===== src/upd_pkg.sv =====
package upd_pkg;

  localparam logic [7:0] ChPercent = 8'h25;
  localparam logic [7:0] ChPlus    = 8'h2B;
  localparam logic [7:0] ChSpace   = 8'h20;

  localparam int unsigned QDepth = 4;
  localparam int unsigned QAw    = $clog2(QDepth);

  typedef enum logic [1:0] {
    PhNormal = 2'd0,
    PhEsc1   = 2'd1,
    PhEsc2   = 2'd2
  } phase_e;

  typedef struct packed {
    logic [1:0]      cnt;
    logic [2:0][7:0] bytes;
    logic            str_end;
  } run_t;

  typedef struct packed {
    logic full;
    logic head_valid;
  } q_status_t;

  function automatic logic is_hex(input logic [7:0] c);
    return (c >= 8'h30 && c <= 8'h39) || (c >= 8'h41 && c <= 8'h46) ||
           (c >= 8'h61 && c <= 8'h66);
  endfunction

  function automatic logic [3:0] hex_nibble(input logic [7:0] c);
    logic [3:0] v;
    v = 4'd0;
    if (c >= 8'h30 && c <= 8'h39) begin
      v = c[3:0];
    end else if ((c >= 8'h41 && c <= 8'h46) || (c >= 8'h61 && c <= 8'h66)) begin
      v = c[3:0] + 4'd9;
    end
    return v;
  endfunction

endpackage


===== src/upd_req_if.sv =====
interface upd_req_if;
  logic       valid;
  logic       ready;
  logic [7:0] in_byte;
  logic       final_byte;

  modport source (output valid, output in_byte, output final_byte, input ready);
  modport sink   (input valid, input in_byte, input final_byte, output ready);
endinterface


===== src/upd_res_if.sv =====
interface upd_res_if;
  logic       valid;
  logic       ready;
  logic [7:0] out_byte;
  logic       run_last;
  logic       string_end;

  modport source (output valid, output out_byte, output run_last, output string_end,
                  input ready);
  modport sink   (input valid, input out_byte, input run_last, input string_end,
                  output ready);
endinterface


===== src/url_percent_decoder.sv =====
// Percent decoder for escaped URL text, one byte per request on req_i.
// Each request carries in_byte and final_byte, set on the last byte of a string.
// Results leave on res_o as out_byte with run_last, set on the last result of a
// request, and string_end, set on the last result of the whole string.
// cfg_we_i writes cfg_wdata_i into the plus-to-space option; write it only while
// the decoder is idle.
// A request is taken in the cycle it arrives while the run queue has room. Its
// results are classified in that cycle and written into the run queue, whose head
// is shown on res_o. The back end sends one result per cycle while res_o is ready,
// so a request with k results holds the output until all k are sent; requests with
// at most one result flow at one per cycle. The four-entry run queue between the
// two parts absorbs the extra cycles of escapes that flush two or three bytes.
// When res_o stalls, the current result holds and requests keep being taken until
// the queue fills, after which req_i.ready falls.
// Reset empties the queue, clears any pending escape and turns the option off.
module url_percent_decoder (
  input  logic      clk_i,
  input  logic      rst_ni,
  upd_req_if.sink   req_i,
  upd_res_if.source res_o,
  input  logic      cfg_we_i,
  input  logic      cfg_wdata_i
);

  upd_pkg::run_t      push_run;
  upd_pkg::run_t      head_run;
  upd_pkg::q_status_t q_status;
  logic               push;
  logic               pop;

  upd_front u_front (
    .clk_i       (clk_i),
    .rst_ni      (rst_ni),
    .req_i       (req_i),
    .cfg_we_i    (cfg_we_i),
    .cfg_wdata_i (cfg_wdata_i),
    .q_full_i    (q_status.full),
    .push_o      (push),
    .run_o       (push_run)
  );

  upd_queue u_queue (
    .clk_i       (clk_i),
    .rst_ni      (rst_ni),
    .push_i      (push),
    .push_data_i (push_run),
    .pop_i       (pop),
    .head_o      (head_run),
    .status_o    (q_status)
  );

  upd_back u_back (
    .clk_i        (clk_i),
    .rst_ni       (rst_ni),
    .head_i       (head_run),
    .head_valid_i (q_status.head_valid),
    .pop_o        (pop),
    .res_o        (res_o)
  );

endmodule


===== src/upd_front.sv =====
module upd_front (
  input  logic              clk_i,
  input  logic              rst_ni,
  upd_req_if.sink           req_i,
  input  logic              cfg_we_i,
  input  logic              cfg_wdata_i,
  input  logic              q_full_i,
  output logic              push_o,
  output upd_pkg::run_t     run_o
);

  upd_pkg::phase_e phase_q, phase_d;
  logic [7:0]      held_q, held_d;
  logic            plus_q;
  logic            accept;
  logic            run_normal;
  logic [1:0]      n;
  logic [2:0][7:0] b;
  logic [7:0]      c;
  logic            c_hex;

  assign req_i.ready = !q_full_i;
  assign accept      = req_i.valid && !q_full_i;
  assign c           = req_i.in_byte;
  assign c_hex       = upd_pkg::is_hex(c);

  always_comb begin
    phase_d    = phase_q;
    held_d     = held_q;
    n          = 2'd0;
    b          = '0;
    run_normal = 1'b0;
    case (phase_q)
      upd_pkg::PhEsc1: begin
        if (c_hex) begin
          held_d  = c;
          phase_d = upd_pkg::PhEsc2;
        end else begin
          b[0]       = upd_pkg::ChPercent;
          n          = 2'd1;
          run_normal = 1'b1;
        end
      end
      upd_pkg::PhEsc2: begin
        if (c_hex) begin
          b[0]    = {upd_pkg::hex_nibble(held_q), upd_pkg::hex_nibble(c)};
          n       = 2'd1;
          phase_d = upd_pkg::PhNormal;
        end else begin
          b[0]       = upd_pkg::ChPercent;
          b[1]       = held_q;
          n          = 2'd2;
          run_normal = 1'b1;
        end
      end
      default: begin
        run_normal = 1'b1;
      end
    endcase
    if (run_normal) begin
      if (c == upd_pkg::ChPercent) begin
        phase_d = upd_pkg::PhEsc1;
      end else begin
        b[n]    = (c == upd_pkg::ChPlus && plus_q) ? upd_pkg::ChSpace : c;
        n       = n + 2'd1;
        phase_d = upd_pkg::PhNormal;
      end
    end
    if (req_i.final_byte) begin
      if (phase_d == upd_pkg::PhEsc1) begin
        b[n] = upd_pkg::ChPercent;
        n    = n + 2'd1;
      end else if (phase_d == upd_pkg::PhEsc2) begin
        b[0] = upd_pkg::ChPercent;
        b[1] = held_d;
        n    = 2'd2;
      end
      phase_d = upd_pkg::PhNormal;
    end
  end

  assign push_o        = accept && (n != 2'd0);
  assign run_o.cnt     = n;
  assign run_o.bytes   = b;
  assign run_o.str_end = req_i.final_byte;

  always_ff @(posedge clk_i or negedge rst_ni) begin
    if (!rst_ni) begin
      phase_q <= upd_pkg::PhNormal;
      held_q  <= 8'd0;
      plus_q  <= 1'b0;
    end else begin
      if (accept) begin
        phase_q <= phase_d;
        held_q  <= held_d;
      end
      if (cfg_we_i) begin
        plus_q <= cfg_wdata_i;
      end
    end
  end

endmodule


===== src/upd_queue.sv =====
module upd_queue (
  input  logic                 clk_i,
  input  logic                 rst_ni,
  input  logic                 push_i,
  input  upd_pkg::run_t        push_data_i,
  input  logic                 pop_i,
  output upd_pkg::run_t        head_o,
  output upd_pkg::q_status_t   status_o
);

  upd_pkg::run_t              mem_q [upd_pkg::QDepth];
  logic [upd_pkg::QAw-1:0]    wr_q, rd_q;
  logic [upd_pkg::QAw:0]      cnt_q, cnt_d;
  logic                       do_pop;

  assign status_o.full       = (cnt_q == (upd_pkg::QAw+1)'(upd_pkg::QDepth));
  assign status_o.head_valid = (cnt_q != '0);
  assign head_o              = mem_q[rd_q];
  assign do_pop              = pop_i && status_o.head_valid;

  always_comb begin
    cnt_d = cnt_q;
    if (push_i && !do_pop) begin
      cnt_d = cnt_q + 1'b1;
    end else if (!push_i && do_pop) begin
      cnt_d = cnt_q - 1'b1;
    end
  end

  always_ff @(posedge clk_i) begin
    if (push_i) begin
      mem_q[wr_q] <= push_data_i;
    end
  end

  always_ff @(posedge clk_i or negedge rst_ni) begin
    if (!rst_ni) begin
      wr_q  <= '0;
      rd_q  <= '0;
      cnt_q <= '0;
    end else begin
      cnt_q <= cnt_d;
      if (push_i) begin
        wr_q <= wr_q + 1'b1;
      end
      if (do_pop) begin
        rd_q <= rd_q + 1'b1;
      end
    end
  end

endmodule


===== src/upd_back.sv =====
module upd_back (
  input  logic           clk_i,
  input  logic           rst_ni,
  input  upd_pkg::run_t  head_i,
  input  logic           head_valid_i,
  output logic           pop_o,
  upd_res_if.source      res_o
);

  logic [1:0] pos_q;
  logic       last;
  logic       fire;

  assign last           = (pos_q == head_i.cnt - 2'd1);
  assign fire           = head_valid_i && res_o.ready;
  assign pop_o          = fire && last;
  assign res_o.valid    = head_valid_i;
  assign res_o.out_byte = head_i.bytes[pos_q];
  assign res_o.run_last = last;
  assign res_o.string_end = last && head_i.str_end;

  always_ff @(posedge clk_i or negedge rst_ni) begin
    if (!rst_ni) begin
      pos_q <= 2'd0;
    end else if (fire) begin
      pos_q <= last ? 2'd0 : pos_q + 2'd1;
    end
  end

endmodule


===== src/flat_wrapper.sv =====
// flat-port wrapper written by rule: the top's interface ports become plain ports
module url_percent_decoder_flat 
  (clk_i, rst_ni, cfg_we_i, cfg_wdata_i, req_i_valid, req_i_in_byte, req_i_final_byte, req_i_ready, res_o_valid, res_o_out_byte, res_o_run_last, res_o_string_end, res_o_ready);
  upd_req_if req_i_i ();
  upd_res_if res_o_i ();
  input  logic clk_i;
  input  logic rst_ni;
  input  logic cfg_we_i;
  input  logic cfg_wdata_i;
  input wire logic [$bits(req_i_i.valid)-1:0] req_i_valid;
  input wire logic [$bits(req_i_i.in_byte)-1:0] req_i_in_byte;
  input wire logic [$bits(req_i_i.final_byte)-1:0] req_i_final_byte;
  output wire logic [$bits(req_i_i.ready)-1:0] req_i_ready;
  output wire logic [$bits(res_o_i.valid)-1:0] res_o_valid;
  output wire logic [$bits(res_o_i.out_byte)-1:0] res_o_out_byte;
  output wire logic [$bits(res_o_i.run_last)-1:0] res_o_run_last;
  output wire logic [$bits(res_o_i.string_end)-1:0] res_o_string_end;
  input wire logic [$bits(res_o_i.ready)-1:0] res_o_ready;
  assign req_i_i.valid = req_i_valid;
  assign req_i_i.in_byte = req_i_in_byte;
  assign req_i_i.final_byte = req_i_final_byte;
  assign req_i_ready = req_i_i.ready;
  assign res_o_valid = res_o_i.valid;
  assign res_o_out_byte = res_o_i.out_byte;
  assign res_o_run_last = res_o_i.run_last;
  assign res_o_string_end = res_o_i.string_end;
  assign res_o_i.ready = res_o_ready;
  url_percent_decoder u_core (.clk_i(clk_i), .rst_ni(rst_ni), .req_i(req_i_i), .res_o(res_o_i), .cfg_we_i(cfg_we_i), .cfg_wdata_i(cfg_wdata_i));
endmodule

===== config.mk =====
export PLATFORM = sky130hd
export DESIGN_NAME = url_percent_decoder_flat
export DESIGN_NICKNAME = d
export VERILOG_FILES = /design/src/upd_pkg.sv /design/src/upd_req_if.sv /design/src/upd_res_if.sv /design/src/url_percent_decoder.sv /design/src/upd_front.sv /design/src/upd_queue.sv /design/src/upd_back.sv /design/src/flat_wrapper.sv
export SDC_FILE = /design/constraint.sdc
export NUM_CORES = 1
export LEC_CHECK = 0
export BUFFER_PORTS_ARGS = -buffer_cell sky130_fd_sc_hd__buf_2
export CAP_MARGIN = 5
export CORE_ASPECT_RATIO = 2
export CORE_UTILIZATION = 45
export CTS_CLUSTER_SIZE = 8
export DETAILED_ROUTE_END_ITERATION = 7
export GPL_TIMING_DRIVEN = 1
export MAX_ROUTING_LAYER = met4
export PLACE_DENSITY = 0.65
export SYNTH_ARGS = -nofsm -noshare
export SYNTH_HDL_FRONTEND = slang
export SYNTH_SLANG_ARGS = --single-unit

===== constraint.sdc =====
create_clock -name clk_i -period 4.4 [get_ports clk_i]
set_input_delay 0.22 -clock clk_i [delete_from_list [all_inputs] [get_ports clk_i]]
set_output_delay 0.22 -clock clk_i [all_outputs]
set_load 0.01 [all_outputs]

==> flow_metrics.py, run 1 <==
metrics = {
    "sta": {
        "tns_ns": 0,
        "period_minus_slack_ns": 4.02,
        "hold_viol": 0,
        "slew_violations": 0,
        "timing.final.ws_setup_ns": 0.375,
        "period_share_pct": 91.5,
        "setup_viol": 0,
        "fmaxAchievable_mhz": 248,
        "hold_ws_ns": 0.131,
        "max-slew-margin-rel_pct": 37.1,
        "rsz0062_at_grt": "no",
        "worst_slew_pin_slew_ns": 0.938,
        "finClkSkew_ns": 0.0108,
    },
    "clocking": {
        "clk_pin_slew_ns": 0.06,
        "numCtsBuffers": 17,
        "root_buffer": "clkbuf_16",
        "cts.sinks": 128,
        "cts_buffer_depth": 2,
        "h-tree-depth": 4,
        "cts_tree": "done",
        "insertion_delay_ns": 0.41,
    },
    "synthesis": {
        "ys_warn_count": 0,
        "avgSynthCellArea_sq_um": 14.4,
        "synth-seq-cells": 128,
        "async_flop_share_pct": 15.6,
        "synth_common_cells": "edfxtp_1, nand2_1, mux4_2",
        "synth_edf_count": 108,
        "synth_top_area_share_pct": 51.0,
        "synth_ff_type": "edfxtp_1",
        "synth_most_common_cell": "edfxtp_1",
        "syn_nets": 476,
        "netlist_area_sq_um": 6360,
        "synthTopCellsByArea": "edfxtp_1, mux4_2, dfrtp_1",
        "synth_seq_area_share_pct": 58.9,
        "synthCells": 441,
        "ys_types": 73,
        "yosys.area.top_type": "edfxtp_1",
    },
    "routing": {
        "wl_met2_um": 7880,
        "viasPerCell": 5.68,
        "vias": 3865,
        "wl_met3_um": 419,
        "route.detailed.drc": 0,
        "drt_iter0_markers": 204,
        "wire_per_inst_um": 20.6,
        "met1Wirelength_um": 5000,
        "finalWirelength_um": 14000,
        "ant_nets": 0,
        "routed.top_layer": "met4",
        "dr.pass1.iters": 5,
    },
    "placement": {
        "place_ws_ns": -0.00248,
        "dp_cells": 647,
        "dp_hpwl_um": 10100,
        "post_dp_cell_area_sq_um": 6730,
        "place.port_buffers": 26,
        "gp_congestion": 0.977,
    },
    "final_layout": {
        "fillCellCount": 1175,
        "multiInputGateArea_sq_um": 2370,
        "drive_gt1_share_pct": 24.6,
        "fin_cells": 681,
        "postLayoutCoreUtil_pct": 52.9,
        "syn_to_final_growth_pct": 15.0,
        "fin_nets": 515,
        "num_antenna_cells": 0,
        "seq_area_sq_um": 3740,
        "stdcell_area_sq_um": 7310,
    },
    "floorplan": {
        "io_pins": 27,
        "die_x_um": 86.1,
        "dieArea_sq_um": 14600,
        "rows": 61,
        "start_util_pct": 46.0,
        "core_sq_um": 13800,
        "die_h_um": 170,
    },
    "pwr": {
        "max-vdd-ir-drop_mv": 0.289,
        "p_total_mw": 4.20,
        "pwr_density_cell_nw_per_um2": 575,
        "p_leak_nw": 2.69,
    },
    "setup_path": {
        "crit_family": "adder cells",
        "crit_fanout": 9,
        "crit_required_ns": 4.73,
        "critPathBufInv": 3,
        "arrival_ns": 4.36,
        "cpMaxStageDelayCell": "fa_1",
        "end_kind": "flip-flop",
        "crit_top_cell": "ha_1",
        "path_class": "primary input to flip-flop",
        "reg2reg_slack_ns": 0.48,
        "worstPathCellList": "buf_2 -> inv_1 -> ha_1 -> o21bai_1 -> a21oi_2 -> nor2_2 -> mux2i_1 -> ha_1 -> o21ai_0 -> nor3_1 -> a21oi_1 -> ha_1 -> a31oi_1 -> o2bb2ai_4 -> ha_1 -> inv_1 -> fa_1 -> xor2_1 -> nor2_1 -> xor2_1",
        "slowest_delay_ns": 0.38,
        "start_kind": "primary input",
    },
    "global_routing": {
        "grt_pass1_vias": 3934,
        "grt_first_pass_wirelength_um": 21300,
        "grt-ovfl-total": 0,
        "grt_max_degree": 28,
        "antenna_found_initial": 0,
        "grt_use_total_pct": 21.1,
    },
    "hold_path": {
        "hp-class": "primary input to flip-flop",
    },
    "flow_run": {
        "drv_cap": 0,
    },
    "status": {
        "status": "finished clean",
    },
}
[per-layer routing]
| metal | vias to the layer above | track usage [%] |
|---|---|---|
| li1 | 1782 | - |
| met2 | 104 | 37.2 |
| met1 | 1937 | 20.3 |
| met3 | 42 | 4.12 |
| met4 | 0 | 14.2 |
| met5 | - | - |
[power breakdown]
group	leakage, nW	internal (mW)	switching [mW]	total (mW)
Sequential	1.25	1.58	0.149	1.73
Clock	0.262	0.814	0.478	1.29
Combinational	1.18	0.587	0.594	1.18
[cells in the final DEF (no fill, tap or decap), types with 7 or more instances in the layout]
master / synthesis / layout
clkbuf_16: 0 / 17
nand2b_1: 7 / 7
o21ai_0: 13 / 13
a21oi_1: 7 / 7
inv_1: 23 / 23
and2_1: 9 / 9
dfrtp_1: 20 / 19
edfxtp_1: 108 / 108
buf_4: 1 / 11
o22ai_1: 15 / 15
mux2i_1: 12 / 12
nand2_1: 33 / 33
buf_2: 4 / 26
nor2_1: 17 / 17
nand3_1: 7 / 7
ha_1: 19 / 19
xnor2_1: 9 / 9
mux4_2: 27 / 27
[tightest hold or removal path: cells and delay by family]
| kind | cells | cell delay (ns) |
|---|---|---|
| AND/OR/NAND/NOR | 1 | 0.11 |
| AO/OA/AOI/OAI | 1 | 0.08 |
| buffers and inverters | 1 | 0.10 |
[kinds of logic (layout without fill, tap and decap cells)]
logic type	after synthesis	in the layout	share of synthesized area, %
AO/OA/AOI/OAI	83	83	9.89
multiplexers	45	45	12.6
adder cells (fa/ha/maj)	20	20	4.05
buffers and inverters	47	98	3.84
AND/OR/NAND/NOR	106	106	9.15
flip-flops	128	128	58.9
XOR/XNOR	12	12	1.65
[final timing paths]
kind	end	cells after the start	from
min in group asynchronous	u_core.u_queue.wr_q[0]	2	rst_ni
max in group asynchronous	u_core.u_queue.rd_q[0]	2	rst_ni
hold reg to reg	u_core.u_queue.cnt_q[2]	1	u_core.u_queue.cnt_q[2]
setup reg to reg	u_core.u_queue.cnt_q[2]	17	u_core.u_front.phase_q[0]
hold / removal	u_core.u_front.phase_q[1]	3	req_i_valid
setup / recovery	u_core.u_queue.cnt_q[2]	20	req_i_in_byte[0]
[cell type report]
cell class | count | share of cell area, %
multi-input cells | 266 | 32.4
clock inverters | 14 | 1.71
inverters | 23 | 1.18
well taps | 189 | 3.23
clock buffers | 17 | 5.82
flip-flops and latches | 128 | 51.2
repair buffers | 44 | 4.41
[flip-flops by register name, indices dropped and copies added (netlist names)]
register / flops
u_core.u_queue.mem_q: 108
u_core.u_front.held_q: 8
u_core.u_queue.cnt_q: 3
u_core.u_back.pos_q: 2
u_core.u_front.phase_q: 2
u_core.u_queue.rd_q: 2
u_core.u_queue.wr_q: 2
u_core.u_front.plus_q: 1
[timing repair]
item | CTS | global route
setup endpoints to repair | 0 | 0
buffers inserted | 0 | 0
hold endpoints to repair | 21 | 0
hold buffers | 3 | 0
gates resized for setup | 0 | 0
Note: power is estimated with default switching activity, not from simulation.
==> inputs of run 2 (changes only) <==
--- a/config.mk
+++ b/config.mk
@@ -14,6 +14,7 @@
 export GPL_TIMING_DRIVEN = 1
 export MAX_ROUTING_LAYER = met4
 export PLACE_DENSITY = 0.65
+export RECOVER_POWER = 50
 export SYNTH_ARGS = -nofsm -noshare
 export SYNTH_HDL_FRONTEND = slang
 export SYNTH_SLANG_ARGS = --single-unit
==> run 2 against run 1 <==
Against the previous run: the run now ends with capacitance limit left; die area is the same; setup slack lost 0.0077 ns; worst hold slack gained 0.0020 ns; clock power is essentially flat; largest cell class unchanged; highest routed layer unchanged.
==> flow_metrics.py, run 2 (synthesized netlist as in run 1, its figures left out) <==
metrics = {
    "clocking": {
        "h-tree-depth": 4,
        "cts_tree": "done",
        "cts.sinks": 128,
        "cts_buffer_depth": 2,
        "insertion_delay_ns": 0.41,
        "numCtsBuffers": 17,
        "root_buffer": "clkbuf_16",
        "clk_pin_slew_ns": 0.06,
    },
    "status": {
        "status": "finished, violations left",
        "violations": "capacitance limit",
    },
    "routing": {
        "drt_iter0_markers": 190,
        "route.detailed.drc": 0,
        "ant_nets": 0,
        "viasPerCell": 5.68,
        "vias": 3867,
        "dr.pass1.iters": 5,
        "wire_per_inst_um": 20.6,
        "finalWirelength_um": 14100,
    },
    "setup_path": {
        "start_kind": "primary input",
        "crit_required_ns": 4.73,
        "path_class": "primary input to flip-flop",
        "end_kind": "flip-flop",
        "arrival_ns": 4.37,
        "cp-startpoint": "req_i_in_byte[0]",
        "crit_fanout": 9,
        "r2r_start": "u_core.u_front.phase_q[0]",
    },
    "global_routing": {
        "grt-ovfl-total": 0,
        "grt_use_total_pct": 21.1,
        "antenna_found_initial": 0,
        "grt_pass1_vias": 3934,
        "grt_first_pass_wirelength_um": 21300,
        "grt_max_degree": 28,
    },
    "sta": {
        "worst_slew_pin_slew_ns": 1.47,
        "max-slew-margin-rel_pct": 1.23,
        "rsz0062_at_grt": "no",
        "setup_viol": 0,
        "slew_violations": 0,
        "finClkSkew_ns": 0.0116,
        "period_minus_slack_ns": 4.03,
        "period_share_pct": 91.6,
        "hold_viol": 0,
        "fmaxAchievable_mhz": 248,
        "tns_ns": 0,
    },
    "floorplan": {
        "dieArea_sq_um": 14600,
        "rows": 61,
        "io_pins": 27,
        "die_h_um": 170,
        "core_sq_um": 13800,
        "start_util_pct": 46.0,
        "die_x_um": 86.1,
    },
    "hold_path": {
        "worstHoldStart": "req_i_valid",
        "hp-class": "primary input to flip-flop",
    },
    "pwr": {
        "p_int_mw": 2.96,
        "pwr_density_cell_nw_per_um2": 575,
        "p_sw_mw": 1.23,
        "power.share.clock_pct": 30.9,
        "seq_power_share_pct": 41.3,
        "swShare_pct": 29.3,
        "p_leak_nw": 2.64,
        "max-vdd-ir-drop_mv": 0.287,
        "combPwrFrac_pct": 27.8,
    },
    "final_layout": {
        "drive_gt1_share_pct": 20.9,
        "postLayoutCoreUtil_pct": 52.7,
        "syn_to_final_growth_pct": 14.5,
        "reg.largest.list": "u_core.u_queue.mem_q: 108 flops, u_core.u_front.held_q: 8 flops, u_core.u_queue.cnt_q: 3 flops",
        "fin_cells": 681,
        "num_antenna_cells": 0,
        "largest_reg_flops": 108,
        "regMostFlops": "u_core.u_queue.mem_q",
        "final_common_cell": "edfxtp_1",
        "final_cell_mix": "edfxtp_1, nand2_1, mux4_2, inv_1, dfrtp_1",
        "fin_nets": 515,
    },
    "flow_run": {
        "drv_cap": 1,
    },
    "placement": {
        "dp_hpwl_um": 10100,
        "place.port_buffers": 26,
        "gp_congestion": 0.977,
        "dp_cells": 647,
    },
}
-- run 2: changes by cell type in the layout (fill, tap and decap cells not counted), sizes merged --
cell    change
buf        -14
clkbuf     +14
-- run 2: per-stage QoR --
stage	cell area (sq um)	power [mW]	setup WS (ns)	hold WS (ns)
global placement	6730	2.93	0.205	0.222
detailed placement	6730	2.97	-0.00248	0.226
finish	7280	4.18	0.367	0.133
CTS	7310	4.26	0.410	0.116
floorplan	6360	2.56	0.387	-0.0756
global route	7280	4.39	0.0498	0.133
-- run 2: final timing paths --
kind	cells after the start	end	slack, ns
min in group asynchronous	2	u_core.u_queue.wr_q[0]	0.59
worst max-delay path	20	u_core.u_queue.cnt_q[2]	0.37
worst min register to register	1	u_core.u_queue.cnt_q[2]	0.50
worst min-delay path	3	u_core.u_front.phase_q[1]	0.13
max in group asynchronous	2	u_core.u_front.held_q[4]	3.05
worst max register to register	15	u_core.u_queue.cnt_q[2]	0.48
-- run 2: repair_timing --
item                      CTS  global route
setup buffers               0             0
hold buffers                3             0
resized for setup           0             0
hold endpoints to repair   21             0
-- run 2: layout make-up --
| cell class | instances | area [sq um] |
|---|---|---|
| sequential | 128 | 3740 |
| clock buffer | 17 | 425 |
| clock inverter | 14 | 125 |
| fill | 1189 | 6530 |
| multi-input combinational | 266 | 2360 |
| timing repair buffer | 44 | 300 |
| inverter | 23 | 86.3 |
| tap | 189 | 236 |
-- run 2: power by group through the flow --
stage,Sequential (mW),Combinational [mW],Clock [mW]
2_1_floorplan,1.66,0.899,0
3_3_place_gp,1.74,1.19,0
3_5_place_dp,1.76,1.21,0
4_1_cts,1.74,1.22,1.31
5_1_grt,1.76,1.27,1.36
6_report,1.73,1.16,1.29
-- run 2: worst max-delay path, cell delays in order --
cell and delay, ns:
buf_2 0.18, inv_1 0.10, ha_1 0.22, o21bai_1 0.28, a21oi_1 0.21, nor2_2 0.27, mux2i_1 0.35, ha_1 0.28
o21ai_0 0.08, nor3_1 0.08, a21oi_1 0.25, ha_1 0.30, a31oi_1 0.28, o2bb2ai_4 0.19, ha_1 0.22, inv_1 0.06
fa_1 0.38, xor2_1 0.15, nor2_1 0.11, xor2_1 0.15
-- run 2: layer usage --
| metal | routed length (um) | track usage (%) |
|---|---|---|
| met4 | 727 | 14.2 |
| met2 | 7880 | 37.2 |
| met1 | 5070 | 20.3 |
| met5 | 0 | - |
| met3 | 389 | 4.12 |
==> inputs of run 3 (changes only) <==
--- a/config.mk
+++ b/config.mk
@@ -9,6 +9,7 @@
 export CAP_MARGIN = 5
 export CORE_ASPECT_RATIO = 2
 export CORE_UTILIZATION = 45
+export CTS_BUF_LIST = sky130_fd_sc_hd__clkbuf_4
 export CTS_CLUSTER_SIZE = 8
 export DETAILED_ROUTE_END_ITERATION = 7
 export GPL_TIMING_DRIVEN = 1
==> run 3 against run 2 <==
Against the previous run: the flow now finishes without violations; global-route usage fell by 0.55 points; clock skew rose by 0.013 ns; final cell count rose by 0.59%; fmax fell by 3.4%; die area did not move; worst hold slack got worse by 0.057 ns; core utilization fell by 2.0 points; wire length fell by 0.91%.
==> flow_metrics.py, run 3 (synthesized netlist as in run 1, its figures left out) <==
metrics = {
    "routing": {
        "route.detailed.drc": 0,
        "finalWirelength_um": 13900,
        "viasPerCell": 5.67,
        "vias": 3886,
        "drt_iter0_markers": 180,
        "dr.pass1.iters": 5,
        "ant_nets": 0,
        "wire_per_inst_um": 20.3,
    },
    "setup_path": {
        "crit_required_ns": 4.85,
        "start_kind": "primary input",
        "arrival_ns": 4.62,
        "end_kind": "flip-flop",
        "path_class": "primary input to flip-flop",
        "crit_fanout": 10,
    },
    "hold_path": {
        "hp-class": "primary input to flip-flop",
    },
    "sta": {
        "period_share_pct": 94.9,
        "period_minus_slack_ns": 4.18,
        "rsz0062_at_grt": "no",
        "max-slew-margin-rel_pct": 2.61,
        "worst_slew_pin_slew_ns": 1.45,
        "setup_viol": 0,
        "hold_viol": 0,
        "finClkSkew_ns": 0.0243,
        "fmaxAchievable_mhz": 239,
        "slew_violations": 0,
    },
    "final_layout": {
        "regMostFlops": "u_core.u_queue.mem_q",
        "fillCellCount": 1243,
        "drive_gt1_share_pct": 20.0,
        "seq_area_sq_um": 3740,
        "multiInputGateArea_sq_um": 2350,
        "reg.largest.list": "u_core.u_queue.mem_q: 108 flops, u_core.u_front.held_q: 8 flops, u_core.u_queue.cnt_q: 3 flops",
        "final_cell_mix": "edfxtp_1, nand2_1, mux4_2, inv_1, dfrtp_1",
        "syn_to_final_growth_pct": 10.1,
        "final_common_cell": "edfxtp_1",
        "fin_cells": 685,
        "fin_nets": 518,
        "largest_reg_flops": 108,
    },
    "pwr": {
        "p_int_mw": 2.45,
        "max-vdd-ir-drop_mv": 0.204,
        "seq_power_share_pct": 47.9,
        "p_total_mw": 3.60,
        "pwr_density_cell_nw_per_um2": 514,
        "p_leak_nw": 2.51,
        "power.share.clock_pct": 20.0,
        "swShare_pct": 31.8,
        "combPwrFrac_pct": 32.2,
        "p_sw_mw": 1.14,
    },
    "clocking": {
        "h-tree-depth": 4,
        "cts_buffer_depth": 2,
        "root_buffer": "clkbuf_4",
        "postCtsSetupBuffers": 0,
        "cts_tree": "done",
        "insertion_delay_ns": 0.53,
        "cts.sinks": 128,
        "clk_pin_slew_ns": 0.10,
        "numCtsBuffers": 17,
    },
    "floorplan": {
        "die_h_um": 170,
        "core_sq_um": 13800,
        "io_pins": 27,
        "start_util_pct": 46.0,
        "dieArea_sq_um": 14600,
        "die_x_um": 86.1,
        "rows": 61,
    },
    "placement": {
        "place.port_buffers": 26,
        "dp_cells": 647,
        "gp_congestion": 0.977,
        "dp_hpwl_um": 10100,
    },
    "flow_run": {
        "drv_cap": 0,
    },
    "status": {
        "status": "finished clean",
    },
    "global_routing": {
        "antenna_found_initial": 1,
        "grt_use_total_pct": 20.5,
        "grt-ovfl-total": 0,
        "grt_first_pass_wirelength_um": 20900,
        "grt_pass1_vias": 3916,
        "grt_max_degree": 28,
    },
}
==> run 3: changes by cell type in the layout (fill, tap and decap cells not counted), moves of 2 or more <==
cell           change
clkbuf_4          +17
dlygate4sd3_1      +3
clkbuf_16         -17
a21oi_1            -2
==> run 3: power groups by stage <==
stage | logic [mW] | clock network [mW] | registers (mW)
after floorplan | 0.899 | 0 | 1.66
after global placement | 1.19 | 0 | 1.74
after detailed placement | 1.21 | 0 | 1.76
after CTS | 1.22 | 0.738 | 1.73
after global routing | 1.27 | 0.780 | 1.75
final | 1.16 | 0.719 | 1.72
==> run 3: worst paths after layout <==
check                                           from                  endpoint  slack, ns  cells after the start
setup / recovery                    req_i_in_byte[6]   u_core.u_queue.cnt_q[2]       0.22                     19
hold / removal                      req_i_in_byte[5]  u_core.u_front.held_q[5]       0.08                      2
setup reg to reg           u_core.u_front.phase_q[0]   u_core.u_queue.cnt_q[2]       0.39                     15
hold reg to reg              u_core.u_queue.cnt_q[2]   u_core.u_queue.cnt_q[2]       0.51                      1
max in group asynchronous                     rst_ni  u_core.u_front.held_q[4]       3.18                      2
min in group asynchronous                     rst_ni    u_core.u_queue.wr_q[0]       0.46                      2
==> run 3: per-stage QoR <==
| step | setup WS (ns) | utilization (%) | area (sq um) | hold WS [ns] | setup TNS, ns |
|---|---|---|---|---|---|
| final | 0.224 | 50.7 | 7000 | 0.0755 | 0 |
| after global routing | 0.0304 | 50.7 | 7000 | 0.00761 | 0 |
| after CTS | 0.181 | 51.0 | 7050 | 0.0118 | 0 |
| after detailed placement | -0.00248 | 48.7 | 6730 | 0.226 | -0.00248 |
| after global placement | 0.205 | 48.7 | 6730 | 0.222 | 0 |
| after floorplan | 0.387 | - | 6360 | -0.0756 | 0 |
==> run 3: final cells by class <==
class,instances,area share (%)
antenna,1,0.0357
clock buffer,17,1.82
clock inverter,14,1.79
inverter,23,1.23
multi-input combinational,266,33.6
sequential,128,53.5
tap,189,3.38
timing repair buffer,47,4.70
==> run 3: repair_timing <==
item / CTS / global route
endpoints found under the setup margin: 0 / 1
gates resized for setup: 0 / 3
hold buffers: 6 / 0
hold endpoints to repair: 24 / 0
==> run 3: critical path, stage by stage <==
cell,delay (ns)
dlygate4sd3_1,0.52
buf_2,0.20
or4b_4,0.52
nor3_2,0.28
nor2_2,0.11
mux2i_1,0.18
ha_1,0.31
o21ai_0,0.08
nor3_1,0.25
a21oi_2,0.09
ha_1,0.33
a31oi_1,0.28
o2bb2ai_4,0.19
ha_1,0.22
inv_1,0.06
fa_1,0.38
xor2_1,0.15
nor2_1,0.12
xor2_1,0.16
==> run 3: per-layer routing <==
layer,GRT usage (%),wire length (um),part of all wire (%)
met5,-,0,0
met2,36.4,7790,56
met1,19.6,4870,35
met3,4.56,478,3.4
met4,12.8,786,5.6
